<file path="config.mk">
export PLATFORM = sky130hd
export DESIGN_NAME = stick_to_direction_autorepeat_core
export DESIGN_NICKNAME = d
export VERILOG_FILES = /design/src/hdl/sdar_pkg.sv /design/src/hdl/sdar_axis.sv /design/src/hdl/sdar_evq.sv /design/src/hdl/stick_to_direction_autorepeat_core.sv
export SDC_FILE = /design/constraint.sdc
export NUM_CORES = 1
export LEC_CHECK = 0
export BUFFER_PORTS_ARGS = -buffer_cell sky130_fd_sc_hd__buf_2
export CORE_AREA = 5 5 126 247
export CTS_BUF_LIST = sky130_fd_sc_hd__clkbuf_2 sky130_fd_sc_hd__clkbuf_4 sky130_fd_sc_hd__clkbuf_8
export DETAILED_ROUTE_END_ITERATION = 8
export DIE_AREA = 0 0 131 252
export PLACE_DENSITY = 0.72
export SKIP_CTS_REPAIR_TIMING = 1
export SYNTH_ARGS = -nofsm -noshare
export SYNTH_HDL_FRONTEND = slang
export SYNTH_SLANG_ARGS = --single-unit
</file>
<file path="constraint.sdc">
create_clock -name clock -period 5.9 [get_ports clock]
set_input_delay 0.885 -clock clock [delete_from_list [all_inputs] [get_ports clock]]
set_output_delay 0.885 -clock clock [all_outputs]
set_load 0.005 [all_outputs]
</file>
<file path="src/hdl/sdar_pkg.sv">
// shared types and constants for the stick to direction autorepeat core
// no dependencies
package sdar_pkg;

   localparam logic [31:0] MARK_IDLE = 32'd2147483647;

   localparam logic [14:0] TRIGGER_RESET  = 15'd16384;
   localparam logic [14:0] RELAX_RESET    = 15'd11469;
   localparam logic [15:0] DELAY_RESET    = 16'd200;
   localparam logic [15:0] INTERVAL_RESET = 16'd100;

   localparam int CSR_INDEX_W = 2;
   localparam int CSR_DATA_W  = 16;

   localparam logic [CSR_INDEX_W-1:0] CSR_TRIGGER  = 2'd0;
   localparam logic [CSR_INDEX_W-1:0] CSR_RELAX    = 2'd1;
   localparam logic [CSR_INDEX_W-1:0] CSR_DELAY    = 2'd2;
   localparam logic [CSR_INDEX_W-1:0] CSR_INTERVAL = 2'd3;

   localparam logic [1:0] DIRECTION_LEFT  = 2'd0;
   localparam logic [1:0] DIRECTION_RIGHT = 2'd1;
   localparam logic [1:0] DIRECTION_UP    = 2'd2;
   localparam logic [1:0] DIRECTION_DOWN  = 2'd3;

   typedef enum logic [1:0] {
      DIR_IDLE = 2'd0,
      DIR_NEG  = 2'd1,
      DIR_POS  = 2'd2
   } axis_dir_type;

   typedef struct packed {
      logic [14:0] trigger_level;
      logic [14:0] relax_level;
      logic [15:0] repeat_delay_ms;
      logic [15:0] repeat_interval_ms;
   } cfg_type;

   typedef struct packed {
      logic signed [15:0] x_sample;
      logic signed [15:0] y_sample;
      logic [31:0]        now_ms;
   } req_type;

   typedef struct packed {
      logic [1:0] direction;
      logic       last;
   } rsp_type;

   typedef struct packed {
      logic fire;
      logic positive;
   } axis_event_type;

   typedef struct packed {
      logic [1:0] count;
      rsp_type    first;
      rsp_type    second;
   } evq_push_type;

endpackage

</file>
<file path="src/hdl/sdar_axis.sv">
// one stick axis: direction state, repeat flag, event time mark and event decision
// depends on sdar_pkg
module sdar_axis (
   input  logic                    clock,
   input  logic                    reset,
   input  logic                    update,
   input  logic signed [15:0]      sample,
   input  logic [31:0]             now_ms,
   input  sdar_pkg::cfg_type       cfg,
   output sdar_pkg::axis_event_type evt
);
   import sdar_pkg::*;

   axis_dir_type dir_ff, dir_in;
   logic         rep_ff, rep_in;
   logic [31:0]  mark_ff, mark_in;

   logic [15:0] mag;
   logic [31:0] elapsed;
   logic        active, release_hit, int_hit, del_hit, trig_hit, neg_hit, pos_hit;

   assign mag         = sample[15] ? (~sample + 16'd1) : sample;
   assign elapsed     = now_ms - mark_ff;
   assign active      = (dir_ff == DIR_NEG) || (dir_ff == DIR_POS);
   assign trig_hit    = mag > {1'b0, cfg.trigger_level};
   assign release_hit = active && (mag < {1'b0, cfg.relax_level});
   assign int_hit     = active && !release_hit && rep_ff
                        && (elapsed > {16'd0, cfg.repeat_interval_ms});
   assign del_hit     = active && !release_hit && !int_hit
                        && (elapsed > {16'd0, cfg.repeat_delay_ms});
   assign neg_hit     = !active && sample[15] && trig_hit;
   assign pos_hit     = !active && !sample[15] && trig_hit;

   always_comb begin
      dir_in  = dir_ff;
      rep_in  = rep_ff;
      mark_in = mark_ff;
      if (update) begin
         priority if (release_hit) begin
            dir_in  = DIR_IDLE;
            rep_in  = 1'b0;
            mark_in = MARK_IDLE;
         end else if (int_hit) begin
            mark_in = now_ms;
         end else if (del_hit) begin
            rep_in  = 1'b1;
            mark_in = now_ms;
         end else if (neg_hit) begin
            dir_in  = DIR_NEG;
            rep_in  = 1'b0;
            mark_in = now_ms;
         end else if (pos_hit) begin
            dir_in  = DIR_POS;
            rep_in  = 1'b0;
            mark_in = now_ms;
         end else begin
            // no event, state holds
            mark_in = mark_ff;
         end
      end
   end

   always_comb begin
      evt.fire     = int_hit || del_hit || neg_hit || pos_hit;
      evt.positive = active ? (dir_ff == DIR_POS) : pos_hit;
   end

   always_ff @(posedge clock) begin
      if (reset) begin
         dir_ff  <= DIR_IDLE;
         rep_ff  <= 1'b0;
         mark_ff <= MARK_IDLE;
      end else begin
         dir_ff  <= dir_in;
         rep_ff  <= rep_in;
         mark_ff <= mark_in;
      end
   end

endmodule

</file>
<file path="src/hdl/sdar_evq.sv">
// four-entry event queue: takes up to two events a cycle, hands out one beat a cycle while rsp_stall is low
// depends on sdar_pkg
module sdar_evq (
   input  logic                   clock,
   input  logic                   reset,
   input  sdar_pkg::evq_push_type push,
   output logic                   room,
   output logic                   rsp_valid,
   input  logic                   rsp_stall,
   output sdar_pkg::rsp_type      rsp_data
);
   import sdar_pkg::*;

   rsp_type     mem_ff [4];
   logic [1:0]  wr_ptr_ff, wr_ptr_in;
   logic [1:0]  rd_ptr_ff, rd_ptr_in;
   logic [2:0]  cnt_ff, cnt_in;
   logic        pop;
   logic [2:0]  cnt_after_pop;

   assign rsp_valid     = cnt_ff != 3'd0;
   assign rsp_data      = mem_ff[rd_ptr_ff];
   assign pop           = rsp_valid && !rsp_stall;
   assign cnt_after_pop = cnt_ff - {2'd0, pop};
   assign room          = cnt_after_pop <= 3'd2;

   always_comb begin
      wr_ptr_in = wr_ptr_ff + push.count;
      rd_ptr_in = rd_ptr_ff + {1'b0, pop};
      cnt_in    = cnt_after_pop + {1'b0, push.count};
   end

   always_ff @(posedge clock) begin
      if (push.count != 2'd0) begin
         mem_ff[wr_ptr_ff] <= push.first;
      end
      if (push.count == 2'd2) begin
         mem_ff[wr_ptr_ff + 2'd1] <= push.second;
      end
   end

   always_ff @(posedge clock) begin
      if (reset) begin
         wr_ptr_ff <= 2'd0;
         rd_ptr_ff <= 2'd0;
         cnt_ff    <= 3'd0;
      end else begin
         wr_ptr_ff <= wr_ptr_in;
         rd_ptr_ff <= rd_ptr_in;
         cnt_ff    <= cnt_in;
      end
   end

endmodule

</file>
<file path="src/hdl/stick_to_direction_autorepeat_core.sv">
// top level of the stick to direction autorepeat core
// depends on sdar_pkg, sdar_axis, sdar_evq
//
// Usage:
//   req channel: one beat carries an x/y stick sample and a millisecond
//   timestamp. rsp channel: each beat is one direction event (left, right,
//   up, down) with last marking the final event of that sample; a sample
//   gives zero, one or two beats, x before y. Samples with no event give
//   no beat at all.
//   csr port: write trigger_level, relax_level, repeat_delay_ms and
//   repeat_interval_ms by index while the core is idle; no read-back.
// Timing:
//   a sample is held in the input register, is evaluated against the axis
//   state once the queue has room and its events land in a four-entry
//   queue, from which the first beat is offered; a second beat of the same
//   sample is offered once the first has been taken.
//   A sample is taken every cycle while the queue can hold two more events;
//   with the rsp side always ready the sustained rate is set by the single
//   rsp beat per cycle, so samples that give two events slow the intake.
// Reset and stall:
//   reset clears both axes to idle, empties the queue and restores the
//   register defaults. When rsp_stall holds, the queue fills and req_stall
//   rises once the input register cannot be drained.
module stick_to_direction_autorepeat_core (
   input  logic                               clock,
   input  logic                               reset,
   input  logic                               req_valid,
   output logic                               req_stall,
   input  sdar_pkg::req_type                  req_data,
   output logic                               rsp_valid,
   input  logic                               rsp_stall,
   output sdar_pkg::rsp_type                  rsp_data,
   input  logic                               csr_we,
   input  logic [sdar_pkg::CSR_INDEX_W-1:0]   csr_index,
   input  logic [sdar_pkg::CSR_DATA_W-1:0]    csr_wdata
);
   import sdar_pkg::*;

   cfg_type        cfg_ff, cfg_in;
   logic           in_valid_ff, in_valid_in;
   req_type        in_ff;
   logic           room, accept, consume;
   axis_event_type x_evt, y_evt;
   rsp_type        x_rsp, y_rsp;
   evq_push_type   push;

   assign consume   = in_valid_ff && room;
   assign req_stall = in_valid_ff && !room;
   assign accept    = req_valid && !req_stall;

   always_comb begin
      in_valid_in = in_valid_ff;
      if (accept) begin
         in_valid_in = 1'b1;
      end else if (consume) begin
         in_valid_in = 1'b0;
      end
   end

   always_comb begin
      cfg_in = cfg_ff;
      if (csr_we) begin
         unique case (csr_index)
            CSR_TRIGGER:  cfg_in.trigger_level      = csr_wdata[14:0];
            CSR_RELAX:    cfg_in.relax_level        = csr_wdata[14:0];
            CSR_DELAY:    cfg_in.repeat_delay_ms    = csr_wdata;
            CSR_INTERVAL: cfg_in.repeat_interval_ms = csr_wdata;
         endcase
      end
   end

   always_ff @(posedge clock) begin
      if (reset) begin
         in_valid_ff <= 1'b0;
         cfg_ff      <= '{TRIGGER_RESET, RELAX_RESET, DELAY_RESET, INTERVAL_RESET};
      end else begin
         in_valid_ff <= in_valid_in;
         cfg_ff      <= cfg_in;
      end
   end

   always_ff @(posedge clock) begin
      if (accept) begin
         in_ff <= req_data;
      end
   end

   sdar_axis u_axis_x (
      .clock  (clock),
      .reset  (reset),
      .update (consume),
      .sample (in_ff.x_sample),
      .now_ms (in_ff.now_ms),
      .cfg    (cfg_ff),
      .evt    (x_evt)
   );

   sdar_axis u_axis_y (
      .clock  (clock),
      .reset  (reset),
      .update (consume),
      .sample (in_ff.y_sample),
      .now_ms (in_ff.now_ms),
      .cfg    (cfg_ff),
      .evt    (y_evt)
   );

   always_comb begin
      x_rsp.direction = x_evt.positive ? DIRECTION_RIGHT : DIRECTION_LEFT;
      x_rsp.last      = !y_evt.fire;
      y_rsp.direction = y_evt.positive ? DIRECTION_DOWN : DIRECTION_UP;
      y_rsp.last      = 1'b1;
      push.count      = 2'd0;
      push.first      = x_rsp;
      push.second     = y_rsp;
      if (consume) begin
         push.count = {1'b0, x_evt.fire} + {1'b0, y_evt.fire};
         if (!x_evt.fire) begin
            push.first = y_rsp;
         end
      end
   end

   sdar_evq u_evq (
      .clock     (clock),
      .reset     (reset),
      .push      (push),
      .room      (room),
      .rsp_valid (rsp_valid),
      .rsp_stall (rsp_stall),
      .rsp_data  (rsp_data)
   );

endmodule

</file>
# Word-level counts from Yosys, hierarchy flattened
# Memories as Yosys holds them, arrays and structs flattened. A register that Yosys moved wholly into a read port is not among the register bits.
# Index checks and enable logic that the tools add are counted.
classes:
  n_addsub: 10
  n_mux: 45
  n_reduce_logical: 64
  bitwise_logic: 2
  eq_ne: 12
  magnitude_cmp: 9
ops:
  columns: ["op", "count"]
  rows:
  - ["$mux W32", 10]
  - ["$gt A32 B16 Y1", 4]
  - ["$sub A32 B32 Y32", 2]
  - ["$add A16 B1 Y16 const B", 2]
  - ["$gt A16 B15 Y1", 2]
  - ["$lt A16 B15 Y1", 2]
  - ["$mux W16", 2]
  - ["$not A16 Y16", 2]
  - ["$logic_and A1 B1 Y1", 24]
  - ["$mux W2", 11]
  - ["$mux W1", 20]
  - ["$logic_not A1 Y1", 12]
  - ["$reduce_and A2 Y1", 6]
  - ["$eq A2 B2 Y1 const B", 5]
  - ["$reduce_bool A5 Y1", 2]
  - ["$reduce_bool A3 Y1", 3]
  - ["$logic_or A1 B1 Y1", 8]
  - ["$ne A2 B1 Y1 const B", 4]
  - ["$reduce_and A4 Y1", 2]
  - ["$reduce_bool A4 Y1", 2]
  - ["$eq A2 B1 Y1 const B", 3]
  - ["$reduce_and A3 Y1", 2]
  - ["$mux W5", 1]
  - ["$reduce_bool A2 Y1", 2]
  - ["9 further kinds", 9]
word_totals:
  mem_bits_rw: 12
  input_bits: 87
  regBits: 204
  out_inout_bits: 5
  mem_count: 1
  wordCells: 160
memory_table:
  columns: ["name", "depth", "width", "rd", "rd_ports_with_merged_regs", "wr", "line", "text"]
  rows:
  - ["u_evq.mem_ff", 4, 3, 1, 1, 2, "sdar_evq.sv:14", "rsp_type mem_ff [4];"]

# Logic depth before layout (Yosys ltp)
# Gate-level depths: netlist of the first run.
depth:
  ltp_word: 21
  depth_mapped: 34

# Cells and area by module
# From an unflattened synthesis of the first run, not the netlist that was laid out.
hier_totals:
  hier_cells: 1900
  area_unflattened_um2: 16950.0
by_module_without_submodules:
  columns: ["module", "instances", "cells_per_inst", "area_each_um2"]
  rows:
  - ["sdar_axis at u_axis_x", 1, 818, 6103.4]
  - ["sdar_axis at u_axis_y", 1, 696, 5275.1]
  - ["stick_to_direction_autorepeat_core", 1, 315, 4518.1]
  - ["sdar_evq", 1, 71, 1053.5]

# Worst setup path after synthesis of the first run
# Ideal clock, no wire load.
synth_timing:
  kind: "register -> register"
  startpoint: "reg in_ff[1] in the netlist's numbering"
  endpoint: "mem u_evq.mem_ff[1][1] in the netlist's numbering, data pin"
  required_time_ns: 5.630
  synth_period_minus_slack_ns: 6.087
  setup_ns: 0.270
  stages_incl_launch_ff: 33
  setup_slack_ns: -0.187
  arrival_ns: 5.816
  path_cell_list: "edfxtp_1 > ha_1 > nor2b_1 > o31a_1 > o21a_1 > nor2_1 > nor2b_1 > o21ai_0 > nand2b_1 > a21oi_1 > o21bai_1 > xor2_1 > ha_1 > a211o_1 > o211ai_1 > a21oi_1 > o21ai_0 > a21oi_1 > a211oi_1 > nand4_1 > a2111o_1 > o41ai_4 > and2_2 > clkbuf_2 > inv_1 > ha_1 > and3_1 > clkbuf_1 > o21ai_0 > nand2b_1 > nor2_1 > a32oi_1 > o41ai_1"
synth_rtl:
  columns: ["element", "line", "text"]
  rows:
  - ["from (decl)", "stick_to_direction_autorepeat_core.sv:41", "req_type in_ff;"]
  - ["from (signal assigned)", "stick_to_direction_autorepeat_core.sv:84", "in_ff <= req_data;"]
  - ["to (decl)", "sdar_evq.sv:14", null]

==> impl_metrics.tcl, run 1 <==
set metrics [dict create \
    power_frac_seq_pct 30.9 \
    drt-vias-per-instance 5.89 \
    fmaxAchievable_mhz 165 \
    timing.critical_path.mode_cell "sky130_fd_sc_hd__buf_4" \
    commonest_non_fill_non_tap_cells_in_the_layout "sky130_fd_sc_hd__ha_1 (191), sky130_fd_sc_hd__nand2_1 (189), sky130_fd_sc_hd__inv_1 (153)" \
    globalplace.congestion 1.02 \
    multi_input_area_um2 9780 \
    nNetsFinal 2264 \
    place_ws_ps -404 \
    relative_max_transition_margin_pct 25.0 \
    synth.avg_cell_area_um2 8.64 \
    n_antenna_cell 0 \
    place.detailed.hpwl_um 36400 \
    timing.clock.skew_ps 18.7 \
    crit_path_max_fanout 4 \
    synth.net_count 2093 \
    floorplan.io_pins 92 \
    crit_required_ps 6190 \
    largest_net_degree_at_the_start_of_global_routing 136 \
    setup_viol_count_final 11 \
    seqCellArea_um2 5000 \
    power_switching_share_pct 38.3 \
    syn_to_final_growth_pct 14.8 \
    grt_pass1_vias 14400 \
    final_layout_size_suffix_gt1_share_pct 16.8 \
    setup_ws_ps -148 \
    ant_nets 0 \
    clock_sink_total 216 \
    netlist-cell-type-count 95 \
    die_area_um2 33000 \
    count_of_state_elements_after_synthesis 216 \
    firstDrtPassIters 5 \
    timing_hold_violations_final 0 \
    summed_negative_setup_slack_over_all_endpoints_ps -977 \
    power.density_cell_area_nw_per_um2 342 \
    cpPeakStageDelay_ps 440 \
    floorplan.initialDensity_pct 54.2 \
    clock_tree.root_cell "sky130_fd_sc_hd__clkbuf_8" \
    clock_network_fraction_of_design_power_pct 23.2 \
    first_iter_violations 620 \
    place.port_buffers 91 \
    clock_path_buffers 3 \
    cap_violations 0 \
    violations_in_the_final_reports "negative setup slack" \
    wire_per_inst_um 19.5 \
    clkLatencyLatePin_ps 560 \
    die_w_um 131 \
    antenna_found_initial 0 \
    outcome "finished with violations" \
    synth-seq-area-share_pct 32.0 \
    core_um2 28800 \
    max-vdd-ir-drop_mv 0.236 \
    overflow 0 \
    detailroute.via_count 13900 \
    tightestPinTransition_ps 1110 \
    mostFrequentLayoutCell "sky130_fd_sc_hd__ha_1" \
    drt_wl_total_um 46200 \
    synth-edff-count 68 \
    tritoncts_clock_tree "built" \
    postSynth.asyncResetShare_pct 0 \
    criticalPathCategory "reg2reg" \
    endpoint_kind "flip-flop" \
    p_leak_nw 8.50 \
    n_fill_cell 2612 \
    share_comb_of_total_power_pct 45.9 \
    switchingPower_mw 2.35 \
    grt_pass1_wl_um 72700 \
    std_cell_rows 88 \
    cts_max_level 2 \
    maxSlewViolCount 0 \
    cts_bufs_inserted 35 \
    internal_power_mw 3.78 \
    path_clk_slew_ps 70 \
    ys.flop_type "sky130_fd_sc_hd__dfxtp_1" \
    finalPower_mw 6.13 \
    min_period_over_period_pct 103 \
    die_height_um 252 \
    post-route-min-period_ps 6050 \
    crit_path_top_delay_cell "sky130_fd_sc_hd__edfxtp_1" \
    yosysWarnings 0 \
    synthCells 1809 \
    timing.critical_path.from_type "flip-flop" \
    holdCritPathClass "reg2reg" \
    grt_use_total_pct 28.1 \
    synth.cell_area_um2 15600 \
    critical_path_arrival_ps 6330 \
    rsz0062_at_grt "yes" \
    drc_errors 0 \
]
[sequential cells by signal, indices dropped and copies added, names as in the netlist]
| name | cells |
|---|---|
| in_ff | 64 |
| cfg_ff | 62 |
| u_axis_x.mark_ff | 32 |
| u_axis_y.mark_ff | 32 |
| u_evq.mem_ff | 12 |
| u_evq.cnt_ff | 3 |
| u_axis_x.dir_ff | 2 |
| u_axis_y.dir_ff | 2 |
| u_evq.rd_ptr_ff | 2 |
| u_evq.wr_ptr_ff | 2 |
| in_valid_ff | 1 |
| u_axis_x.rep_ff | 1 |
| u_axis_y.rep_ff | 1 |
[metrics by stage]
stage / cells / util [%] / area [um^2] / hold slack, ps
after floorplan: 1809 / - / 15600 / 436
after global placement: 2299 / 58.9 / 17000 / 444
after detailed placement: 2299 / 58.9 / 17000 / 448
after CTS: 2362 / 61.5 / 17700 / 456
after global routing: 2366 / 62.2 / 17900 / 470
final: 2366 / 62.2 / 17900 / 455
[power by group through the flow]
stage                     Clock [mW]  Sequential, mW  Combinational (mW)
after floorplan                    0            1.87                1.84
after global placement             0            1.91                2.64
after detailed placement           0            1.92                2.69
after CTS                       1.46            1.89                2.71
after global routing            1.53            1.91                3.11
final                           1.42            1.89                2.82
[final cells by class]
class / count / share of cell area, %
clock inverters: 8 / 0.537
multi-input cells: 1364 / 54.5
repair buffers: 209 / 7.67
well taps: 360 / 2.51
flip-flops and latches: 216 / 27.9
inverters: 154 / 3.22
clock buffers: 55 / 3.66
[cell families after synthesis]
logic type / Yosys count / synth area share, %
AOI/OAI and AO/OA: 424 / 18.1
xor gates and xnor gates: 74 / 4.15
adders and majority gates: 197 / 15.9
buffers and inverters: 229 / 6.73
DFF: 216 / 32.0
muxes: 75 / 5.05
and+or+nand+nor: 594 / 18.0
[synth_stat cells, types with 6 or more instances]
library cell | number | share of area [%]
sky130_fd_sc_hd__mux2i_1 | 71 | 4.5
sky130_fd_sc_hd__nand2_1 | 189 | 4.5
sky130_fd_sc_hd__xor2_1 | 17 | 0.95
sky130_fd_sc_hd__clkbuf_1 | 50 | 1.2
sky130_fd_sc_hd__o221ai_1 | 6 | 0.34
sky130_fd_sc_hd__edfxtp_1 | 68 | 13
sky130_fd_sc_hd__ha_1 | 194 | 16
sky130_fd_sc_hd__o31ai_1 | 9 | 0.43
sky130_fd_sc_hd__and3_1 | 10 | 0.40
sky130_fd_sc_hd__nand3b_1 | 7 | 0.34
sky130_fd_sc_hd__a211oi_1 | 13 | 0.62
sky130_fd_sc_hd__dfxtp_1 | 148 | 19
sky130_fd_sc_hd__nor3_1 | 83 | 2.7
sky130_fd_sc_hd__o21a_1 | 26 | 1.2
sky130_fd_sc_hd__and2_1 | 9 | 0.36
sky130_fd_sc_hd__a31oi_1 | 8 | 0.32
sky130_fd_sc_hd__nand2b_1 | 18 | 0.72
sky130_fd_sc_hd__inv_1 | 154 | 3.7
sky130_fd_sc_hd__clkbuf_8 | 10 | 0.88
sky130_fd_sc_hd__o41ai_1 | 9 | 0.50
sky130_fd_sc_hd__a21o_1 | 46 | 2.2
sky130_fd_sc_hd__nor2b_1 | 25 | 1.0
sky130_fd_sc_hd__nor2_1 | 148 | 3.6
sky130_fd_sc_hd__xnor2_1 | 57 | 3.2
sky130_fd_sc_hd__a21oi_1 | 146 | 4.7
sky130_fd_sc_hd__o21ai_0 | 64 | 2.1
sky130_fd_sc_hd__nand3_1 | 30 | 0.96
sky130_fd_sc_hd__a211o_1 | 15 | 0.84
sky130_fd_sc_hd__or3_1 | 9 | 0.36
sky130_fd_sc_hd__o211ai_1 | 14 | 0.67
sky130_fd_sc_hd__nand4_1 | 26 | 1.0
[worst paths after layout]
kind / endpoint / cells past startpoint / startpoint / slack [ps]
max: u_evq.mem_ff[3][1] / 29 / in_ff[1] / -150
min reg2reg: cfg_ff[9] / 2 / cfg_ff[9] / 460
min: cfg_ff[9] / 2 / cfg_ff[9] / 460
max reg2reg: u_evq.mem_ff[3][1] / 29 / in_ff[1] / -150
[worst max-delay path, delay by kind of cell, from the launching register on]
kind	cells	cell delay (ps)
simple gates	13	2050
compound gates	8	1670
fa+ha+maj	3	850
buf+inv	4	640
flops	1	440
xor+xnor	1	110
[routing by layer]
layer | vias up | track usage, % | wire length, um
li1 | 6817 | - | -
met1 | 6529 | 26.0 | 15300
met2 | 398 | 52.1 | 24700
met3 | 196 | 3.69 | 1710
met4 | 0 | 23.3 | 4480
met5 | - | 0 | 0
(Power assumes the default switching activity.)
==> inputs of run 2 (changes only) <==
--- a/config.mk
+++ b/config.mk
@@ -10,7 +10,8 @@
 export CTS_BUF_LIST = sky130_fd_sc_hd__clkbuf_2 sky130_fd_sc_hd__clkbuf_4 sky130_fd_sc_hd__clkbuf_8
 export DETAILED_ROUTE_END_ITERATION = 8
 export DIE_AREA = 0 0 131 252
-export PLACE_DENSITY = 0.72
+export PLACE_DENSITY = 0.75
+export REMOVE_ABC_BUFFERS = 1
 export SKIP_CTS_REPAIR_TIMING = 1
 export SYNTH_ARGS = -nofsm -noshare
 export SYNTH_HDL_FRONTEND = slang
==> run 2 against run 1 <==
Effect of this change: the run still ends with negative setup slack left; critical path depth down 3; final area up 0.13%; non-clock buffer count decreased by 3.
==> impl_metrics.tcl, run 2 (synthesis results as in run 1) <==
set metrics [dict create \
    cts_bufs_inserted 35 \
    grt_pass1_vias 14400 \
    place_ws_ps -622 \
    grt_use_total_pct 28.3 \
    clock_path_buffers 3 \
    endpoint_kind "flip-flop" \
    biggestRegsByFlops "in_ff (64), cfg_ff (62)" \
    drt_wl_total_um 47600 \
    place.detailed.hpwl_um 36900 \
    violations_in_the_final_reports "negative setup slack" \
    worst_r2r_startpoint "in_ff[0]" \
    globalplace.congestion 1.00 \
    commonest_non_fill_non_tap_cells_in_the_layout "sky130_fd_sc_hd__nand2_1 (189), sky130_fd_sc_hd__ha_1 (189), sky130_fd_sc_hd__inv_1 (151)" \
    clock_tree.root_cell "sky130_fd_sc_hd__clkbuf_8" \
    cpPeakStageDelay_ps 420 \
    tritoncts_clock_tree "built" \
    setup.worst_path.start "in_ff[0]" \
    crit_required_ps 6310 \
    crit_path_max_fanout 4 \
    p_leak_nw 8.49 \
    registers.top_by_ff_count "in_ff" \
    syn_to_final_growth_pct 15.0 \
    timing.clock.skew_ps 34.2 \
    endpoint "u_evq.cnt_ff[1]" \
    final_layout_size_suffix_gt1_share_pct 17.3 \
    setup_viol_count_final 15 \
    ant_nets 0 \
    power.density_cell_area_nw_per_um2 342 \
    detailroute.via_count 14100 \
    path_clk_slew_ps 70 \
    nNetsFinal 2261 \
    critical_path_arrival_ps 6450 \
    tightestPinTransition_ps 1400 \
    wire_per_inst_um 20.1 \
    postLayoutCellArea_um2 18000 \
    outcome "finished with violations" \
    setup_ws_ps -137 \
    place.port_buffers 91 \
    firstDrtPassIters 9 \
    first_iter_violations 817 \
    rsz0062_at_grt "yes" \
    floorplan.io_pins 92 \
    timing.reg2reg.worst_path_depth 26 \
    max-vdd-ir-drop_mv 0.256 \
    timing_hold_violations_final 0 \
    relative_max_transition_margin_pct 5.15 \
    clock_sink_total 216 \
    worstReg2RegEnd "u_evq.cnt_ff[1]" \
    overflow 0 \
    timing.critical_path.from_type "flip-flop" \
    fmaxAchievable_mhz 166 \
    die_w_um 131 \
    drc_errors 0 \
    crit_path_top_delay_cell "sky130_fd_sc_hd__fa_2" \
    post-route-min-period_ps 6040 \
    maxSlewViolCount 0 \
    drt-vias-per-instance 5.95 \
    std_cell_rows 88 \
    timing.reg2reg.setup_slack_ps -140 \
    cap_violations 0 \
    timing.critical_path.mode_cell "sky130_fd_sc_hd__nand4_1" \
    grt_pass1_wl_um 72700 \
    post-place-cells 2294 \
    die_height_um 252 \
    cts_max_level 2 \
    min_period_over_period_pct 102 \
    largest_net_degree_at_the_start_of_global_routing 100 \
    antenna_found_initial 3 \
    place_area_um2 16900 \
    criticalPathCategory "reg2reg" \
    holdCritPathClass "reg2reg" \
    finish.cell_count_without_fillers 2367 \
    core_um2 28800 \
    die_area_um2 33000 \
    largest_register_ffs 64 \
    floorplan.initialDensity_pct 54.2 \
    clkLatencyLatePin_ps 570 \
]
[run 2: metrics by stage]
stage / util [%] / hold slack (ps) / setup TNS [ps] / total power, mW
finish: 62.3 / 455 / -1180 / 6.14
global route: 62.3 / 476 / -6080 / 6.53
CTS: 61.3 / 456 / -9180 / 6.01
detailed placement: 58.7 / 448 / -8620 / 4.59
global placement: 58.7 / 441 / -2180 / 4.52
floorplan: - / 430 / -17870 / 3.64
[run 2: worst min-delay path by stage]
stage | startpoint | end | slack, ps | cells after the start
2_1_floorplan | cfg_ff[10] | cfg_ff[10] | 430 | 2
3_3_place_gp | cfg_ff[51] | cfg_ff[51] | 440 | 2
3_5_place_dp | cfg_ff[1] | cfg_ff[1] | 450 | 2
4_1_cts | req_data[25] | in_ff[25] | 460 | 1
5_1_grt | req_data[34] | in_ff[34] | 480 | 1
6_report | cfg_ff[1] | cfg_ff[1] | 460 | 2
[run 2: area by class of cell]
| class | count | area [um^2] |
|---|---|---|
| timing repair buffer | 206 | 1360 |
| tap | 360 | 450 |
| sequential | 216 | 5000 |
| fill | 2572 | 10900 |
| antenna | 3 | 7.51 |
| clock buffer | 50 | 607 |
| inverter | 154 | 578 |
| multi-input combinational | 1364 | 9830 |
| clock inverter | 14 | 129 |
[run 2: metal layers]
metal	GRT usage, %	part of all wire [%]	wire [um]
met5	0	0	0
met4	21.9	8.9	4250
met3	3.79	4.2	2020
met2	53.6	54	25600
met1	25.9	33	15700
[run 2: critical path, delay by kind of cell, from the launching register on]
kind                     cells  cell delay (ps)
XOR/XNOR                     1              150
buffers and inverters        2              230
AND/OR/NAND/NOR             13             2170
AO/OA/AOI/OAI                4             1200
flip-flops                   1              350
adder cells (fa/ha/maj)      6             1780
[run 2: where the power goes]
group | total, mW | internal, mW | switching (mW)
Clock | 1.40 | 0.759 | 0.641
Sequential | 1.89 | 1.74 | 0.147
Combinational | 2.85 | 1.25 | 1.60
Total | 6.14 | 3.75 | 2.39
